==> src/hw/rtl/scr_pkg.sv <==
// ----------------------------------------------------------------------------
// scr_pkg
// Shared types and constants of the start character frame receiver.
// ----------------------------------------------------------------------------
package scr_pkg;

	// Payload buffer size in bytes.
	localparam int PAYLOAD_DEPTH = 32;
	localparam int CNT_W  = $clog2(PAYLOAD_DEPTH + 1);
	localparam int ADDR_W = (PAYLOAD_DEPTH > 1) ? $clog2(PAYLOAD_DEPTH) : 1;
	// Width of the payload length result field.
	localparam int LEN_W  = 6;

	localparam int JOBQ_DEPTH = 2;

	localparam logic [7:0]  START_CHAR_RST   = 8'd35;
	localparam logic [15:0] IDLE_TIMEOUT_RST = 16'd500;
	localparam logic [7:0]  ACK_CHAR         = 8'd48;

	localparam logic CFG_START_CHAR   = 1'b0;
	localparam logic CFG_IDLE_TIMEOUT = 1'b1;

	typedef enum logic {
		ACT_BYTE = 1'b0,
		ACT_TICK = 1'b1
	} action_t;

	typedef enum logic [1:0] {
		KIND_ACK = 2'd0,
		KIND_CMD = 2'd1,
		KIND_PAY = 2'd2
	} kind_t;

	// One job for the output side: a byte acknowledge or a finished frame.
	typedef struct packed {
		logic             frame;
		logic [7:0]       cmd;
		logic [LEN_W-1:0] len;
	} job_t;

	typedef struct packed {
		logic              we;
		logic [ADDR_W-1:0] addr;
		logic [7:0]        data;
	} ram_wr_t;

	typedef struct packed {
		logic              re;
		logic [ADDR_W-1:0] addr;
	} ram_rd_t;

endpackage

==> src/hw/rtl/start_char_frame_receiver.sv <==
// ----------------------------------------------------------------------------
// start_char_frame_receiver
// Start character delimited serial frame receiver with an idle timeout.
// ----------------------------------------------------------------------------
// Usage: the input stream carries one request per received byte
// (s_tuser = 0, byte in s_tdata) or per timer tick (s_tuser = 1).
// Every byte request yields one acknowledge result ('0', kind 0). After the
// start character the next byte is the command and later bytes are payload
// (up to PAYLOAD_DEPTH, extra bytes are acknowledged but dropped). When the
// ticks since the last byte reach idle_timeout during payload loading, the
// block emits the command (kind 1, with payload length) and then the
// payload bytes (kind 2), the final one with tlast set.
// Each result passes through the job queue and then the output register.
// Throughput: one request per cycle, limited by the two-entry job queue.
// A frame drains at one result per cycle from the payload RAM while the
// output is not stalled; the input is stalled from the timeout tick until
// its final result is registered.
// A stalled output holds its result; the job queue then fills and the input
// stalls once two further requests that produce results are queued. Reset
// returns to waiting for the start character with start_char 35 and
// idle_timeout 500; payload RAM is not cleared and needs no clearing pass.
// ----------------------------------------------------------------------------
module start_char_frame_receiver import scr_pkg::*; (
	input  logic        clk,
	input  logic        arst_n,
	input  logic        s_tvalid,
	output logic        s_tready,
	input  logic [7:0]  s_tdata,   // [7:0] rx_byte
	input  logic        s_tuser,   // [0] action
	output logic        m_tvalid,
	input  logic        m_tready,
	output logic [15:0] m_tdata,   // [7:0] value, [13:8] payload_len, [15:14] zero
	output logic [1:0]  m_tuser,   // [1:0] kind
	output logic        m_tlast,
	input  logic        cfg_we,
	input  logic        cfg_index,
	input  logic [15:0] cfg_wdata
);

	logic    q_full;
	logic    q_empty;
	logic    push;
	logic    pop;
	job_t    push_job;
	job_t    head;
	ram_wr_t ram_wr;
	ram_rd_t ram_rd;
	logic [7:0] ram_rdata;
	logic    frame_done;

	scr_front u_front (
		.clk        (clk),
		.arst_n     (arst_n),
		.s_tvalid   (s_tvalid),
		.s_tready   (s_tready),
		.s_tdata    (s_tdata),
		.s_tuser    (s_tuser),
		.cfg_we     (cfg_we),
		.cfg_index  (cfg_index),
		.cfg_wdata  (cfg_wdata),
		.q_full     (q_full),
		.push       (push),
		.push_job   (push_job),
		.ram_wr     (ram_wr),
		.frame_done (frame_done)
	);

	scr_jobq u_jobq (
		.clk      (clk),
		.arst_n   (arst_n),
		.push     (push),
		.push_job (push_job),
		.pop      (pop),
		.head     (head),
		.full     (q_full),
		.empty    (q_empty)
	);

	scr_ram #(
		.WIDTH (8),
		.DEPTH (PAYLOAD_DEPTH)
	) u_ram (
		.clk   (clk),
		.we    (ram_wr.we),
		.waddr (ram_wr.addr),
		.wdata (ram_wr.data),
		.re    (ram_rd.re),
		.raddr (ram_rd.addr),
		.rdata (ram_rdata)
	);

	scr_back u_back (
		.clk        (clk),
		.arst_n     (arst_n),
		.q_empty    (q_empty),
		.head       (head),
		.pop        (pop),
		.ram_rd     (ram_rd),
		.ram_rdata  (ram_rdata),
		.frame_done (frame_done),
		.m_tvalid   (m_tvalid),
		.m_tready   (m_tready),
		.m_tdata    (m_tdata),
		.m_tuser    (m_tuser),
		.m_tlast    (m_tlast)
	);

endmodule

==> src/hw/rtl/scr_ram.sv <==
// ----------------------------------------------------------------------------
// scr_ram
// Generic single write port, single read port RAM with registered read data.
// ----------------------------------------------------------------------------
module scr_ram #(
	parameter int WIDTH = 8,
	parameter int DEPTH = 32
) (
	input  logic                                     clk,
	input  logic                                     we,
	input  logic [((DEPTH > 1) ? $clog2(DEPTH) : 1)-1:0] waddr,
	input  logic [WIDTH-1:0]                         wdata,
	input  logic                                     re,
	input  logic [((DEPTH > 1) ? $clog2(DEPTH) : 1)-1:0] raddr,
	output logic [WIDTH-1:0]                         rdata
);

	logic [WIDTH-1:0] mem_q [DEPTH];
	logic [WIDTH-1:0] rdata_q;

	always_ff @(posedge clk) begin
		if (we) begin
			mem_q[waddr] <= wdata;
		end
		if (re) begin
			rdata_q <= mem_q[raddr];
		end
	end

	assign rdata = rdata_q;

endmodule

==> src/hw/rtl/scr_front.sv <==
// ----------------------------------------------------------------------------
// scr_front
// Input side: frame parser, idle timer, payload writes and job generation.
// ----------------------------------------------------------------------------
module scr_front import scr_pkg::*; (
	input  logic        clk,
	input  logic        arst_n,
	input  logic        s_tvalid,
	output logic        s_tready,
	input  logic [7:0]  s_tdata,
	input  logic        s_tuser,
	input  logic        cfg_we,
	input  logic        cfg_index,
	input  logic [15:0] cfg_wdata,
	input  logic        q_full,
	output logic        push,
	output job_t        push_job,
	output ram_wr_t     ram_wr,
	input  logic        frame_done
);

	typedef enum logic [2:0] {
		PH_IDLE = 3'b001,
		PH_CMD  = 3'b010,
		PH_DATA = 3'b100
	} phase_t;

	phase_t           phase_q;
	logic [7:0]       start_char_q;
	logic [15:0]      idle_timeout_q;
	logic [7:0]       command_q;
	logic [CNT_W-1:0] count_q;
	logic [15:0]      idle_q;
	logic             busy_q;

	logic        accept;
	logic        is_tick;
	logic [15:0] idle_inc;
	logic        timeout;
	logic        room;

	always_comb begin
		s_tready = !q_full && !busy_q;
		accept   = s_tvalid && s_tready;
		is_tick  = (s_tuser == ACT_TICK);
		idle_inc = (idle_q == 16'hFFFF) ? idle_q : idle_q + 16'd1;
		timeout  = (idle_inc >= idle_timeout_q);
		room     = (count_q < CNT_W'(PAYLOAD_DEPTH));

		push          = 1'b0;
		push_job      = '0;
		if (accept && !is_tick) begin
			push = 1'b1;
		end else if (accept && phase_q == PH_DATA && timeout) begin
			push           = 1'b1;
			push_job.frame = 1'b1;
			push_job.cmd   = command_q;
			push_job.len   = LEN_W'(count_q);
		end

		ram_wr.we   = accept && !is_tick && phase_q == PH_DATA && room;
		ram_wr.addr = count_q[ADDR_W-1:0];
		ram_wr.data = s_tdata;
	end

	always_ff @(posedge clk or negedge arst_n) begin
		if (!arst_n) begin
			start_char_q   <= START_CHAR_RST;
			idle_timeout_q <= IDLE_TIMEOUT_RST;
		end else if (cfg_we) begin
			case (cfg_index)
				CFG_START_CHAR:   start_char_q   <= cfg_wdata[7:0];
				CFG_IDLE_TIMEOUT: idle_timeout_q <= cfg_wdata;
				default: ;
			endcase
		end
	end

	always_ff @(posedge clk or negedge arst_n) begin
		if (!arst_n) begin
			phase_q   <= PH_IDLE;
			command_q <= '0;
			count_q   <= '0;
			idle_q    <= '0;
			busy_q    <= 1'b0;
		end else begin
			if (frame_done) begin
				busy_q <= 1'b0;
			end
			if (accept && !is_tick) begin
				case (phase_q)
					PH_CMD: begin
						command_q <= s_tdata;
						idle_q    <= '0;
						phase_q   <= PH_DATA;
					end
					PH_DATA: begin
						if (room) begin
							count_q <= CNT_W'(count_q + 1'b1);
						end
						idle_q <= '0;
					end
					default: begin
						if (s_tdata == start_char_q) begin
							idle_q  <= '0;
							phase_q <= PH_CMD;
						end
					end
				endcase
			end else if (accept && phase_q != PH_IDLE) begin
				if (timeout) begin
					// A frame still loading its command is dropped silently.
					phase_q <= PH_IDLE;
					count_q <= '0;
					idle_q  <= '0;
					if (phase_q == PH_DATA) begin
						busy_q <= 1'b1;
					end
				end else begin
					idle_q <= idle_inc;
				end
			end
		end
	end

	a_no_accept_while_busy: assert property (@(posedge clk) disable iff (!arst_n)
		busy_q |-> !accept) else $error("input accepted while a frame drains");
	a_count_bound: assert property (@(posedge clk) disable iff (!arst_n)
		count_q <= CNT_W'(PAYLOAD_DEPTH)) else $error("payload count overflow");

endmodule

==> src/hw/rtl/scr_jobq.sv <==
// ----------------------------------------------------------------------------
// scr_jobq
// Short job queue between the input side and the output side.
// ----------------------------------------------------------------------------
module scr_jobq import scr_pkg::*; (
	input  logic clk,
	input  logic arst_n,
	input  logic push,
	input  job_t push_job,
	input  logic pop,
	output job_t head,
	output logic full,
	output logic empty
);

	localparam int PTR_W = (JOBQ_DEPTH > 1) ? $clog2(JOBQ_DEPTH) : 1;

	job_t             mem_q [JOBQ_DEPTH];
	logic [PTR_W-1:0] wr_ptr_q;
	logic [PTR_W-1:0] rd_ptr_q;
	logic [PTR_W:0]   count_q;

	assign full  = (count_q == (PTR_W + 1)'(JOBQ_DEPTH));
	assign empty = (count_q == '0);
	assign head  = mem_q[rd_ptr_q];

	always_ff @(posedge clk) begin
		if (push) begin
			mem_q[wr_ptr_q] <= push_job;
		end
	end

	always_ff @(posedge clk or negedge arst_n) begin
		if (!arst_n) begin
			wr_ptr_q <= '0;
			rd_ptr_q <= '0;
			count_q  <= '0;
		end else begin
			if (push) begin
				wr_ptr_q <= (wr_ptr_q == PTR_W'(JOBQ_DEPTH - 1)) ? '0 : PTR_W'(wr_ptr_q + 1'b1);
			end
			if (pop) begin
				rd_ptr_q <= (rd_ptr_q == PTR_W'(JOBQ_DEPTH - 1)) ? '0 : PTR_W'(rd_ptr_q + 1'b1);
			end
			case ({push, pop})
				2'b10:   count_q <= (PTR_W + 1)'(count_q + 1'b1);
				2'b01:   count_q <= (PTR_W + 1)'(count_q - 1'b1);
				default: count_q <= count_q;
			endcase
		end
	end

	a_no_overrun: assert property (@(posedge clk) disable iff (!arst_n)
		(push |-> !full) and (pop |-> !empty)) else $error("job queue overrun or underrun");

endmodule

==> src/hw/rtl/scr_back.sv <==
// ----------------------------------------------------------------------------
// scr_back
// Output side: turns jobs into results and drains frame payload from RAM.
// ----------------------------------------------------------------------------
module scr_back import scr_pkg::*; (
	input  logic        clk,
	input  logic        arst_n,
	input  logic        q_empty,
	input  job_t        head,
	output logic        pop,
	output ram_rd_t     ram_rd,
	input  logic [7:0]  ram_rdata,
	output logic        frame_done,
	output logic        m_tvalid,
	input  logic        m_tready,
	output logic [15:0] m_tdata,
	output logic [1:0]  m_tuser,
	output logic        m_tlast
);

	typedef enum logic [1:0] {
		B_IDLE  = 2'b01,
		B_DRAIN = 2'b10
	} bstate_t;

	bstate_t          state_q;
	logic [LEN_W-1:0] idx_q;
	logic [LEN_W-1:0] drain_len_q;
	logic             m_tvalid_q;
	kind_t            kind_q;
	logic [7:0]       value_q;
	logic [LEN_W-1:0] len_q;
	logic             last_q;

	logic             out_free;
	logic [LEN_W-1:0] nxt_idx;
	logic             is_last;
	logic             load_pay;
	logic             frame_start;

	always_comb begin
		out_free    = !m_tvalid_q || m_tready;
		pop         = (state_q == B_IDLE) && !q_empty && out_free;
		frame_start = pop && head.frame && (head.len != '0);
		nxt_idx     = LEN_W'(idx_q + 1'b1);
		is_last     = (nxt_idx == drain_len_q);
		load_pay    = (state_q == B_DRAIN) && out_free;
		// The next payload byte is fetched as the current one is loaded.
		ram_rd.re   = frame_start || (load_pay && !is_last);
		ram_rd.addr = (state_q == B_DRAIN) ? nxt_idx[ADDR_W-1:0] : '0;
		frame_done  = (pop && head.frame && (head.len == '0)) || (load_pay && is_last);
	end

	always_ff @(posedge clk or negedge arst_n) begin
		if (!arst_n) begin
			state_q     <= B_IDLE;
			idx_q       <= '0;
			drain_len_q <= '0;
			m_tvalid_q  <= 1'b0;
		end else begin
			if (pop) begin
				m_tvalid_q <= 1'b1;
				if (frame_start) begin
					state_q     <= B_DRAIN;
					idx_q       <= '0;
					drain_len_q <= head.len;
				end
			end else if (load_pay) begin
				m_tvalid_q <= 1'b1;
				if (is_last) begin
					state_q <= B_IDLE;
				end else begin
					idx_q <= nxt_idx;
				end
			end else if (out_free) begin
				m_tvalid_q <= 1'b0;
			end
		end
	end

	always_ff @(posedge clk) begin
		if (pop) begin
			if (head.frame) begin
				kind_q  <= KIND_CMD;
				value_q <= head.cmd;
				len_q   <= head.len;
				last_q  <= (head.len == '0);
			end else begin
				kind_q  <= KIND_ACK;
				value_q <= ACK_CHAR;
				len_q   <= '0;
				last_q  <= 1'b1;
			end
		end else if (load_pay) begin
			kind_q  <= KIND_PAY;
			value_q <= ram_rdata;
			len_q   <= '0;
			last_q  <= is_last;
		end
	end

	assign m_tvalid = m_tvalid_q;
	assign m_tdata  = {{(16 - 8 - LEN_W){1'b0}}, len_q, value_q};
	assign m_tuser  = kind_q;
	assign m_tlast  = last_q;

	a_idx_in_range: assert property (@(posedge clk) disable iff (!arst_n)
		(state_q == B_DRAIN) |-> (idx_q < drain_len_q)) else $error("drain index out of range");
	a_done_marks_last: assert property (@(posedge clk) disable iff (!arst_n)
		frame_done |=> (m_tvalid && m_tlast)) else $error("frame end not marked last");

endmodule
==> config.mk <==
export PLATFORM = sky130hd
export DESIGN_NAME = start_char_frame_receiver
export DESIGN_NICKNAME = d
export VERILOG_FILES = /design/src/hw/rtl/scr_pkg.sv /design/src/hw/rtl/start_char_frame_receiver.sv /design/src/hw/rtl/scr_ram.sv /design/src/hw/rtl/scr_front.sv /design/src/hw/rtl/scr_jobq.sv /design/src/hw/rtl/scr_back.sv
export SDC_FILE = /design/constraint.sdc
export NUM_CORES = 1
export LEC_CHECK = 0
export BUFFER_PORTS_ARGS = -buffer_cell sky130_fd_sc_hd__clkbuf_2
export CORE_MARGIN = 2
export CORE_UTILIZATION = 30
export DETAILED_ROUTE_END_ITERATION = 6
export PLACE_DENSITY = 0.54
export SETUP_SLACK_MARGIN = 0.3
export SLEW_MARGIN = 20
export SYNTH_ARGS = -nofsm -noshare
export SYNTH_HDL_FRONTEND = slang
export SYNTH_SLANG_ARGS = --single-unit
==> constraint.sdc <==
create_clock -name clk -period 5.36 [get_ports clk]
set_input_delay 1.072 -clock clk [delete_from_list [all_inputs] [get_ports clk]]
set_output_delay 1.072 -clock clk [all_outputs]
set_load 0.005 [all_outputs]
==> impl_metrics.env, run 1 <==
export IMPL_timing_critical_path_cells="ha_1 > nand3_1 > nor4_2 > nand2b_1 > mux2_2 > ha_1 > nor2b_1 > o211a_1 > o311ai_2 > nand4_1 > buf_4 > and3_1 > and2_1"
export IMPL_globalRoute_totalOverflow=0
export IMPL_detailed_place_hpwl_um=26270
export IMPL_worst_r2r_endpoint="u_jobq.mem_q[1][13]"
export IMPL_setup_worst_path_end_class="register"
export IMPL_ctsHoldBuffers=0
export IMPL_crit_required_ns=5.64
export IMPL_core_area_sq_mm=0.05520
export IMPL_ys_async_sr_fraction_pct=19.85
export IMPL_die_h_um=240.6
export IMPL_timing_critical_path_slowest_stage_cell="sky130_fd_sc_hd__nor4_2"
export IMPL_total_number_of_placement_rows=86
export IMPL_h_tree_depth=2
export IMPL_pre_antenna_drt_iters=5
export IMPL_drt_drc_violations_left=0
export IMPL_io_pin_count=52
export IMPL_worstPathBufferInverterCount=1
export IMPL_placed_cells=1884
export IMPL_synth_top_cell_by_area="sky130_fd_sc_hd__edfxtp_1"
export IMPL_path_depth=13
export IMPL_final_net_count=1231
export IMPL_min_period_over_period_pct=82.24
export IMPL_crit_fanout=17
export IMPL_synth_enable_flop_cells=311
export IMPL_number_of_antenna_violations_at_the_first_check_in_global_routing=0
export IMPL_design_power_total_uw=9485
export IMPL_critPathCapture="u_jobq.mem_q[1][13]"
export IMPL_timing_max_slew_rel_slack_pct=30.39
export IMPL_synth_ff_type="sky130_fd_sc_hd__edfxtp_1"
export IMPL_post_cts_setup_buffer_count=0
export IMPL_worstSkewPairLatency_ns=0.56
export IMPL_cts_resized_gates=0
export IMPL_timing_max_transition_violations_final=0
export IMPL_grt_setup_unrepaired="no"
export IMPL_synth_lib_cells_used_distinct=91
export IMPL_gpl_final_weighted_congestion=0.8363
export IMPL_drt_initial_drc_count=686
export IMPL_cpLargestDelayFamily="simple AND/OR/NAND/NOR gates"
export IMPL_layout_cell_area_non_filler_sq_mm=0.01915
export IMPL_wire_length_of_the_first_global_routing_pass_um=60910
export IMPL_final_min_clock_period_ns=4.408
export IMPL_grt_pass1_vias=9593
export IMPL_routed_wire_length_per_instance_um=20.67
export IMPL_clockBufferDepth=3
export IMPL_root_cell_of_the_clock_tree="sky130_fd_sc_hd__clkbuf_16"
export IMPL_finalSetupViolCount=0
export IMPL_synthesis_yosys_warnings=0
export IMPL_finalSetupTns_ns=0
export IMPL_num_antenna_cells=0
export IMPL_timing_final_hold_violations=0
export IMPL_hp_class="register to register"
export IMPL_cp_data_arrival_time_ns=4.69
export IMPL_critical_path_top_cell_by_count="sky130_fd_sc_hd__ha_1"
export IMPL_peak_per_stage_delay_on_the_critical_path_ns=0.46
export IMPL_post_dp_cell_area_sq_mm=0.01783
export IMPL_cts_sinks=388
export IMPL_worstHoldPathCells=1
export IMPL_vias_per_cell=4.914
export IMPL_run_status="finished clean"
export IMPL_avgSynthCellArea_sq_um=14.95
export IMPL_post_synth_top_area_fraction_pct=55.63
export IMPL_placement_io_buffers=49
export IMPL_grt_total_usage_pct=14.14
export IMPL_routed_via_count=9606
export IMPL_post_layout_cell_count=1955
export IMPL_timing_worst_slew_pin_value_ns=1.042
export IMPL_netlist_instances=1123
export IMPL_numCtsBuffers=39
export IMPL_timing_max_cap_violations=0
export IMPL_drive_above_1_share_pct=19.39
export IMPL_maximum_number_of_pins_on_one_net_before_global_route_repair=59
export IMPL_top_post_synthesis_cells_by_area="sky130_fd_sc_hd__edfxtp_1 (56%), sky130_fd_sc_hd__dfrtp_1 (9.8%), sky130_fd_sc_hd__mux4_2 (5.0%)"
export IMPL_reg2reg_from="u_front.idle_q[0]"
export IMPL_critical_path_startpoint="u_front.idle_q[0]"
export IMPL_rrSetupSlack_ns=0.95
export IMPL_path_depth_of_the_worst_reg2reg_path=13
export IMPL_clkSlewWorstSetupHoldPaths_ns=0.06
export IMPL_die_width_um=240.6
export IMPL_total_wire_length_after_detailed_routing_um=40420
export IMPL_timing_setup_critical_path_class="register to register"
export IMPL_cts_tree="yes"
export IMPL_synth_seq_area_share_pct=67.19
export IMPL_synth_seq_cells=388
export IMPL_initial_utilization_pct=30.41
export IMPL_power_static_leakage_uw=0.006829
export IMPL_synthToLayoutAreaGrowth_pct=14.05
export IMPL_fmax_mhz=226.9
export IMPL_timing_clock_skew_ns=0.03503
export IMPL_critPathLaunchType="register"
export IMPL_pwr_density_cell_mw_per_mm2=495.4
export IMPL_fp_dieArea_sq_mm=0.05787
export IMPL_ant_nets=0
export IMPL_fillers=5291
export IMPL_worst_vdd_drop_mv=0.1954
export IMPL_syn_cell_area_sq_mm=0.01679
-- layout by cell type (no fill, tap or decap), types with 9 or more instances in the layout --
| master | count |
|---|---|
| sky130_fd_sc_hd__nor3_1 | 16 |
| sky130_fd_sc_hd__and2_1 | 20 |
| sky130_fd_sc_hd__nand2_1 | 92 |
| sky130_fd_sc_hd__a21oi_1 | 22 |
| sky130_fd_sc_hd__xnor2_1 | 16 |
| sky130_fd_sc_hd__a221o_1 | 10 |
| sky130_fd_sc_hd__o22a_1 | 10 |
| sky130_fd_sc_hd__edfxtp_1 | 311 |
| sky130_fd_sc_hd__clkbuf_16 | 42 |
| sky130_fd_sc_hd__xor2_1 | 16 |
| sky130_fd_sc_hd__buf_4 | 18 |
| sky130_fd_sc_hd__nor2_1 | 79 |
| sky130_fd_sc_hd__mux2i_1 | 48 |
| sky130_fd_sc_hd__or3_1 | 9 |
| sky130_fd_sc_hd__o21ai_0 | 14 |
| sky130_fd_sc_hd__dfstp_2 | 11 |
| sky130_fd_sc_hd__ha_1 | 23 |
| sky130_fd_sc_hd__mux4_2 | 37 |
| sky130_fd_sc_hd__a31oi_1 | 11 |
| sky130_fd_sc_hd__mux2_2 | 36 |
| sky130_fd_sc_hd__o31ai_1 | 11 |
| sky130_fd_sc_hd__dfrtp_1 | 65 |
| sky130_fd_sc_hd__clkbuf_2 | 48 |
| sky130_fd_sc_hd__inv_1 | 31 |
| sky130_fd_sc_hd__nor2b_1 | 16 |
| sky130_fd_sc_hd__a21o_1 | 9 |
| sky130_fd_sc_hd__nand3_1 | 32 |
-- worst min-delay path by stage --
stage                               start                    endpoint  slack, ns
3_5_place_dp              u_jobq.wr_ptr_q             u_jobq.wr_ptr_q       0.48
6_report                  u_jobq.wr_ptr_q             u_jobq.wr_ptr_q       0.50
2_1_floorplan           u_jobq.count_q[1]           u_jobq.count_q[1]       0.46
3_3_place_gp              u_jobq.wr_ptr_q             u_jobq.wr_ptr_q       0.48
5_1_grt        u_front.idle_timeout_q[10]  u_front.idle_timeout_q[10]       0.52
4_1_cts                   u_jobq.wr_ptr_q             u_jobq.wr_ptr_q       0.50
-- synth_stat cells (11+ instances only) --
library cell / instances
sky130_fd_sc_hd__o31ai_1: 11
sky130_fd_sc_hd__xor2_1: 17
sky130_fd_sc_hd__nand3_1: 32
sky130_fd_sc_hd__and2_1: 20
sky130_fd_sc_hd__xnor2_1: 16
sky130_fd_sc_hd__nor2_1: 80
sky130_fd_sc_hd__dfrtp_1: 66
sky130_fd_sc_hd__edfxtp_1: 311
sky130_fd_sc_hd__mux2_2: 36
sky130_fd_sc_hd__nor3_1: 16
sky130_fd_sc_hd__mux2i_1: 48
sky130_fd_sc_hd__dfstp_2: 11
sky130_fd_sc_hd__a21oi_1: 22
sky130_fd_sc_hd__buf_2: 14
sky130_fd_sc_hd__ha_1: 23
sky130_fd_sc_hd__nand2_1: 92
sky130_fd_sc_hd__o21ai_0: 14
sky130_fd_sc_hd__mux4_2: 37
sky130_fd_sc_hd__clkbuf_1: 23
sky130_fd_sc_hd__a31oi_1: 11
sky130_fd_sc_hd__inv_1: 31
sky130_fd_sc_hd__nor2b_1: 16
-- metal layers --
layer  vias to the layer above  GRT usage (%)  wire length, um
li1                       4394              -                -
met1                      4921          19.06            17930
met2                       216          23.19            19540
met3                        75          2.150             1672
met4                         0          5.101             1270
met5                         -              0                0
-- area by class of cell --
cell class,count,area (sq um),share of cell area (%)
multi-input combinational,651,5136,26.83
clock inverter,19,182.7,0.9541
sequential,388,11280,58.92
clock buffer,52,1119,5.842
tap,748,935.9,4.888
inverter,31,116.4,0.6078
timing repair buffer,66,375.4,1.961
-- report_power, final --
group          switching (uW)  internal (uW)
registers                 300           3640
logic                    1660           1110
clock network            1160           1620
total                    3120           6360
-- flip-flops by register name, summed over array words and instances (netlist names), 2 cells and up --
register,cells
u_back.len_q,6
u_back.value_q,8
u_ram.rdata,8
u_front.start_char_q,8
u_front.count_q,6
u_back.state_q,2
u_front.phase_q,3
u_back.m_tuser,2
u_front.idle_timeout_q,16
u_front.command_q,8
u_jobq.mem_q,30
u_jobq.count_q,2
u_ram.mem_q,256
u_back.idx_q,6
u_front.idle_q,16
u_back.drain_len_q,6
-- logic make-up (layout without fill, tap and decap cells) --
family                     after synthesis  in the layout  share of synthesized area, %
AOI/OAI and AO/OA                      153            153                         6.984
xor gates and xnor gates                34             34                         1.886
buffers and inverters                   85            168                         2.460
muxes                                  122            122                         10.40
adders and majority gates               23             23                         1.714
DFF                                    388            388                         67.19
and+or+nand+nor                        317            317                         9.347
other                                    1              2                       0.02234
-- stage by stage --
stage | worst slack [ns] | utilization (%) | hold WS [ns]
after floorplan | 1.380 | - | 0.4558
after global placement | 1.053 | 32.30 | 0.4772
after detailed placement | 0.9571 | 32.30 | 0.4849
after CTS | 0.9211 | 34.66 | 0.4976
after global routing | 0.5771 | 34.68 | 0.5235
final | 0.9521 | 34.68 | 0.4994
Power figures use the tool's default switching activity.
==> inputs of run 2 (changes only) <==
--- a/config.mk
+++ b/config.mk
@@ -9,7 +9,7 @@
 export CORE_MARGIN = 2
 export CORE_UTILIZATION = 30
 export DETAILED_ROUTE_END_ITERATION = 6
-export PLACE_DENSITY = 0.54
+export PLACE_DENSITY = 0.56
 export SETUP_SLACK_MARGIN = 0.3
 export SLEW_MARGIN = 20
 export SYNTH_ARGS = -nofsm -noshare
==> constraint.sdc (replaced) <==
create_clock -name clk -period 4 [get_ports clk]
set_input_delay 0.8 -clock clk [delete_from_list [all_inputs] [get_ports clk]]
set_output_delay 0.8 -clock clk [all_outputs]
set_load 0.005 [all_outputs]
==> impl_metrics.env, run 2 (synthesis gave the netlist of run 1 again) <==
export IMPL_run_status="finished clean"
export IMPL_pwr_density_cell_mw_per_mm2=652.0
export IMPL_switching_share_pct=32.76
export IMPL_crit_fanout=15
export IMPL_total_number_of_placement_rows=86
export IMPL_timing_max_transition_violations_final=0
export IMPL_worst_vdd_drop_mv=0.3094
export IMPL_die_h_um=240.6
export IMPL_core_area_sq_mm=0.05520
export IMPL_globalRoute_totalOverflow=0
export IMPL_gpl_final_weighted_congestion=0.8382
export IMPL_layout_cell_area_non_filler_sq_mm=0.01968
export IMPL_peak_per_stage_delay_on_the_critical_path_ns=0.45
export IMPL_timing_max_slew_rel_slack_pct=34.42
export IMPL_finalSetupTns_ns=0
export IMPL_seqPwrFrac_pct=41.2
export IMPL_timing_critical_path_cells="nand4_4 > or3_1 > and2_1 > and4_1 > xor2_1 > ha_1 > nand2_1 > o21a_1 > o21ba_2 > nand4_1 > buf_6 > nor3_4 > buf_4 > a221o_1"
export IMPL_routed_via_count=9748
export IMPL_switching_power_uw=4203
export IMPL_reg_largest_list="u_ram.mem_q x256, u_jobq.mem_q x30"
export IMPL_internal_power_uw=8628
export IMPL_cts_sinks=388
export IMPL_fmax_mhz=285.1
export IMPL_wire_length_of_the_first_global_routing_pass_um=60390
export IMPL_h_tree_depth=2
export IMPL_hp_class="input port to async pin"
export IMPL_fillers=5252
export IMPL_drive_above_1_share_pct=24.29
export IMPL_initial_utilization_pct=30.41
export IMPL_power_share_combinational_pct=30.1
export IMPL_timing_worst_slew_pin_value_ns=0.9837
export IMPL_drt_drc_violations_left=0
export IMPL_largest_register_ffs=256
export IMPL_root_cell_of_the_clock_tree="sky130_fd_sc_hd__clkbuf_16"
export IMPL_clockBufferDepth=3
export IMPL_drt_initial_drc_count=732
export IMPL_mostFrequentLayoutCells="sky130_fd_sc_hd__edfxtp_1 (311), sky130_fd_sc_hd__nand2_1 (92), sky130_fd_sc_hd__nor2_1 (78)"
export IMPL_num_antenna_cells=0
export IMPL_setup_ws_ns=0.4924
export IMPL_post_dp_cell_area_sq_mm=0.01823
export IMPL_layout_cells_most_common="sky130_fd_sc_hd__edfxtp_1"
export IMPL_grt_setup_unrepaired="yes"
export IMPL_critPathLaunchType="register"
export IMPL_pre_antenna_drt_iters=4
export IMPL_finalSetupViolCount=0
export IMPL_power_static_leakage_uw=0.007163
export IMPL_setup_worst_path_end_class="register"
export IMPL_clockPowerShare_pct=28.7
export IMPL_final_net_count=1292
export IMPL_grt_pass1_vias=9718
export IMPL_final_hold_worst_slack_ns=0.3534
export IMPL_ant_nets=0
export IMPL_timing_setup_critical_path_class="register to register"
export IMPL_placement_io_buffers=49
export IMPL_timing_final_hold_violations=0
export IMPL_min_period_over_period_pct=87.69
export IMPL_numCtsBuffers=42
export IMPL_io_pin_count=52
export IMPL_cp_data_arrival_time_ns=3.96
export IMPL_fin_util_pct=35.65
export IMPL_final_min_clock_period_ns=3.508
export IMPL_timing_clock_skew_ns=0.02903
export IMPL_grt_total_usage_pct=13.92
export IMPL_number_of_antenna_violations_at_the_first_check_in_global_routing=0
export IMPL_maximum_number_of_pins_on_one_net_before_global_route_repair=67
export IMPL_fp_dieArea_sq_mm=0.05787
export IMPL_placement_setup_worst_slack_ns=0.2139
export IMPL_synthToLayoutAreaGrowth_pct=17.22
export IMPL_worstSkewPairLatency_ns=0.57
export IMPL_crit_required_ns=4.45
export IMPL_registers_top_by_ff_count="u_ram.mem_q"
export IMPL_detailed_place_hpwl_um=26640
export IMPL_timing_max_cap_violations=0
export IMPL_vias_per_cell=4.835
export IMPL_clkSlewWorstSetupHoldPaths_ns=0.06
export IMPL_routed_wire_length_per_instance_um=19.73
export IMPL_total_wire_length_after_detailed_routing_um=39770
export IMPL_ctsHoldBuffers=0
export IMPL_die_width_um=240.6
export IMPL_cts_tree="yes"
export IMPL_timing_critical_path_slowest_stage_cell="sky130_fd_sc_hd__or3_1"
-- run 2: stage by stage --
stage | power (uW) | cells
2_1_floorplan | 7848 | 1124
5_1_grt | 13470 | 2016
3_5_place_dp | 9193 | 1933
4_1_cts | 12910 | 2009
3_3_place_gp | 9151 | 1933
6_report | 12830 | 2016
-- run 2: area by class of cell --
class,instances,area [sq um],share of cell area (%)
flip-flops and latches,388,11290,57.37
well taps,748,935.9,4.756
clock inverters,20,151.4,0.7693
clock buffers,54,1147,5.830
inverters,31,116.4,0.5913
repair buffers,124,818.3,4.158
multi-input cells,651,5220,26.53
-- run 2: worst paths after layout --
| path | start | to | slack (ns) | cells after the start |
|---|---|---|---|---|
| setup / recovery | u_front.idle_q[8] | u_front.idle_q[8] | 0.49 | 14 |
| hold / removal | arst_n | u_back.drain_len_q[5] | 0.35 | 1 |
| setup reg to reg | u_front.idle_q[8] | u_front.idle_q[8] | 0.49 | 14 |
| hold reg to reg | u_back.drain_len_q[5] | u_back.drain_len_q[5] | 0.50 | 1 |
| max in group asynchronous | arst_n | u_front.idle_q[5] | 2.88 | 2 |
| min in group clk | cfg_wdata[9] | u_front.idle_timeout_q[9] | 0.46 | 2 |
-- run 2: power by group through the flow --
stage | Clock [uW] | Sequential [uW] | Combinational (uW)
final | 3690 | 5290 | 3860
after CTS | 3790 | 5280 | 3850
after global placement | 0 | 5350 | 3800
after global routing | 3940 | 5340 | 4190
after floorplan | 0 | 5130 | 2710
after detailed placement | 0 | 5360 | 3830
-- run 2: layer usage --
layer  wire length, um  track usage, %  up-vias
met4              1107           4.837        0
met5                 0               0        -
met3              1833           2.368       63
met1             17990           19.02     4944
li1                  -               -     4513
met2             18830           22.43      228
-- run 2: repair_timing --
| item | 4_1_cts | 5_1_grt |
|---|---|---|
| pin swaps | 1 | 4 |
| gates resized for setup | 2 | 17 |
| endpoints found under the setup margin | 34 | 82 |
| setup buffers | 2 | 7 |
-- run 2: worst max-delay path: cells and delay by family (launching register included) --
kind | cells | cell delay, ns
flip-flops | 1 | 0.43
AO/OA/AOI/OAI | 3 | 0.69
AND/OR/NAND/NOR | 7 | 1.41
buffers and inverters | 2 | 0.40
adder cells (fa/ha/maj) | 1 | 0.27
XOR/XNOR | 1 | 0.15
==> inputs of run 3 (changes only) <==
--- a/config.mk
+++ b/config.mk
@@ -11,7 +11,7 @@
 export DETAILED_ROUTE_END_ITERATION = 6
 export PLACE_DENSITY = 0.56
 export SETUP_SLACK_MARGIN = 0.3
-export SLEW_MARGIN = 20
+export SLEW_MARGIN = 25
 export SYNTH_ARGS = -nofsm -noshare
 export SYNTH_HDL_FRONTEND = slang
 export SYNTH_SLANG_ARGS = --single-unit
==> constraint.sdc (replaced) <==
create_clock -name clk -period 4 [get_ports clk]
set_input_delay 0.4 -clock clk [delete_from_list [all_inputs] [get_ports clk]]
set_output_delay 0.4 -clock clk [all_outputs]
set_load 0.005 [all_outputs]
==> impl_metrics.env, run 3 (synthesis gave the netlist of run 1 again) <==
export IMPL_run_status="complete, but fails checks"
export IMPL_violations="hold timing"
export IMPL_globalRoute_totalOverflow=0
export IMPL_placed_cells=1920
export IMPL_clockPowerShare_pct=27.7
export IMPL_crit_required_ns=4.41
export IMPL_mostFrequentLayoutCells="sky130_fd_sc_hd__edfxtp_1 (311), sky130_fd_sc_hd__nand2_1 (92), sky130_fd_sc_hd__nor2_1 (79)"
export IMPL_cpLargestDelayFamily="simple AND/OR/NAND/NOR gates"
export IMPL_switching_power_uw=4140
export IMPL_timing_critical_path_slowest_stage_cell="sky130_fd_sc_hd__or3_1"
export IMPL_cp_data_arrival_time_ns=3.96
export IMPL_synthToLayoutAreaGrowth_pct=16.12
export IMPL_final_min_clock_period_ns=3.547
export IMPL_post_layout_cell_count=1997
export IMPL_path_depth_of_the_worst_reg2reg_path=14
export IMPL_routed_wire_length_per_instance_um=20.18
export IMPL_grt_setup_unrepaired="yes"
export IMPL_clockBufferDepth=3
export IMPL_critPathCapture="u_front.idle_q[7]"
export IMPL_fin_util_pct=35.31
export IMPL_total_number_of_placement_rows=86
export IMPL_root_cell_of_the_clock_tree="sky130_fd_sc_hd__clkbuf_16"
export IMPL_maximum_number_of_pins_on_one_net_before_global_route_repair=64
export IMPL_timing_clock_skew_ns=0.02001
export IMPL_num_antenna_cells=0
export IMPL_clkSlewWorstSetupHoldPaths_ns=0.06
export IMPL_critical_path_startpoint="u_front.idle_q[7]"
export IMPL_initial_utilization_pct=30.41
export IMPL_fp_dieArea_sq_mm=0.05787
export IMPL_path_depth=14
export IMPL_h_tree_depth=2
export IMPL_drive_above_1_share_pct=22.98
export IMPL_timing_max_transition_violations_final=0
export IMPL_reg2reg_from="u_front.idle_q[7]"
export IMPL_grt_total_usage_pct=14.08
export IMPL_fmax_mhz=281.9
export IMPL_switching_share_pct=32.72
export IMPL_routed_via_count=9722
export IMPL_setup_worst_path_end_class="register"
export IMPL_numCtsBuffers=40
export IMPL_drt_drc_violations_left=0
export IMPL_worstPathBufferInverterCount=2
export IMPL_core_area_sq_mm=0.05520
export IMPL_power_static_leakage_uw=0.007016
export IMPL_layout_cells_most_common="sky130_fd_sc_hd__edfxtp_1"
export IMPL_hp_class="input port to async pin"
export IMPL_die_h_um=240.6
export IMPL_min_period_over_period_pct=88.68
export IMPL_ant_nets=0
export IMPL_timing_final_hold_violations=3
export IMPL_drt_initial_drc_count=738
export IMPL_timing_max_slew_rel_slack_pct=30.43
export IMPL_power_share_combinational_pct=30.5
export IMPL_gpl_final_weighted_congestion=0.8280
export IMPL_finalSetupViolCount=0
export IMPL_pwr_density_cell_mw_per_mm2=649.1
export IMPL_cts_sinks=388
export IMPL_pre_antenna_drt_iters=5
export IMPL_critPathLaunchType="register"
export IMPL_crit_fanout=15
export IMPL_cts_tree="yes"
export IMPL_grt_pass1_vias=9905
export IMPL_peak_per_stage_delay_on_the_critical_path_ns=0.48
export IMPL_timing_max_cap_violations=0
export IMPL_io_pin_count=52
export IMPL_finalSetupTns_ns=0
export IMPL_ctsHoldBuffers=0
export IMPL_timing_setup_critical_path_class="register to register"
export IMPL_timing_critical_path_cells="nand4_4 > or3_1 > and2_1 > and4_1 > xor2_1 > ha_1 > nand2_1 > o21a_1 > o21ba_2 > nand4_1 > buf_6 > nor3_4 > buf_12 > a221o_1"
export IMPL_registers_top_by_ff_count="u_ram.mem_q"
export IMPL_rrSetupSlack_ns=0.45
export IMPL_final_net_count=1275
export IMPL_wire_length_of_the_first_global_routing_pass_um=61160
export IMPL_largest_register_ffs=256
export IMPL_final_hold_worst_slack_ns=-0.01529
export IMPL_detailed_place_hpwl_um=27010
export IMPL_reg_largest_list="u_ram.mem_q x256, u_jobq.mem_q x30"
export IMPL_vias_per_cell=4.868
export IMPL_die_width_um=240.6
export IMPL_total_wire_length_after_detailed_routing_um=40310
export IMPL_worst_vdd_drop_mv=0.4073
export IMPL_seqPwrFrac_pct=41.9
export IMPL_worst_r2r_endpoint="u_front.idle_q[7]"
export IMPL_placement_io_buffers=49
export IMPL_timing_worst_slew_pin_value_ns=1.040
export IMPL_number_of_antenna_violations_at_the_first_check_in_global_routing=0
export IMPL_worstSkewPairLatency_ns=0.53
export IMPL_internal_power_uw=8513
-- run 3: changes by cell type in the layout (fill, tap and decap cells not counted), moves of 2 or more --
cell and change:
sky130_fd_sc_hd__clkbuf_1 +4, sky130_fd_sc_hd__clkbuf_8 -3, sky130_fd_sc_hd__clkbuf_16 -2, sky130_fd_sc_hd__buf_4 -17, sky130_fd_sc_hd__clkinv_1 -3
-- run 3: power groups by stage --
stage               logic [uW]  clock network [uW]  registers, uW
floorplan                 2710                   0           5130
global placement          3790                   0           5360
detailed placement        3840                   0           5370
CTS                       3860                3590           5290
global route              4190                3730           5360
finish                    3850                3500           5300
-- run 3: per-stage QoR --
step / hold slack (ns) / power, uW / instance area (sq um) / worst slack, ns
3_3_place_gp: 0.4900 / 9151 / 18130 / 0.3810
3_5_place_dp: 0.4885 / 9213 / 18140 / 0.2810
2_1_floorplan: 0.1044 / 7848 / 16820 / 0.3053
6_report: -0.01529 / 12650 / 19490 / 0.4529
4_1_cts: 0.01216 / 12740 / 19350 / 0.3029
5_1_grt: 0.04890 / 13270 / 19490 / 0.2204
-- run 3: worst min-delay path by stage --
stage	slack, ns	cells past startpoint	from	to
2_1_floorplan	0.10	0	arst_n	u_back.drain_len_q[0]
3_3_place_gp	0.49	1	u_back.drain_len_q[5]	u_back.drain_len_q[5]
3_5_place_dp	0.49	1	u_front.command_q[1]	u_front.command_q[1]
4_1_cts	0.01	1	arst_n	u_front.busy_q
5_1_grt	0.05	1	arst_n	u_jobq.count_q[1]
6_report	-0.02	1	arst_n	u_front.busy_q
-- run 3: area by class of cell --
type | instances | area [sq um]
fillers | 5200 | 35710
clock inverters | 17 | 138.9
multi-input cells | 651 | 5220
inverters | 31 | 116.4
well taps | 748 | 935.9
flip-flops and latches | 388 | 11290
repair buffers | 109 | 721.9
clock buffers | 53 | 1071
-- run 3: layer usage --
layer  share of wire, %  track usage [%]  routed length, um  up-vias
li1                   -                -                  -     4477
met1                 44            18.50              17630     4977
met2                 50            24.15              20240      202
met3                3.6            2.002               1431       66
met4                2.5            4.273               1008        0
met5                  0                0                  0        -
-- run 3: repair_timing --
action | in CTS | in global routing
gates resized for setup | 1 | 20
pin swaps | 0 | 6
buffers inserted | 0 | 7
endpoints found under the setup margin | 28 | 80
hold endpoints to repair | 0 | 0
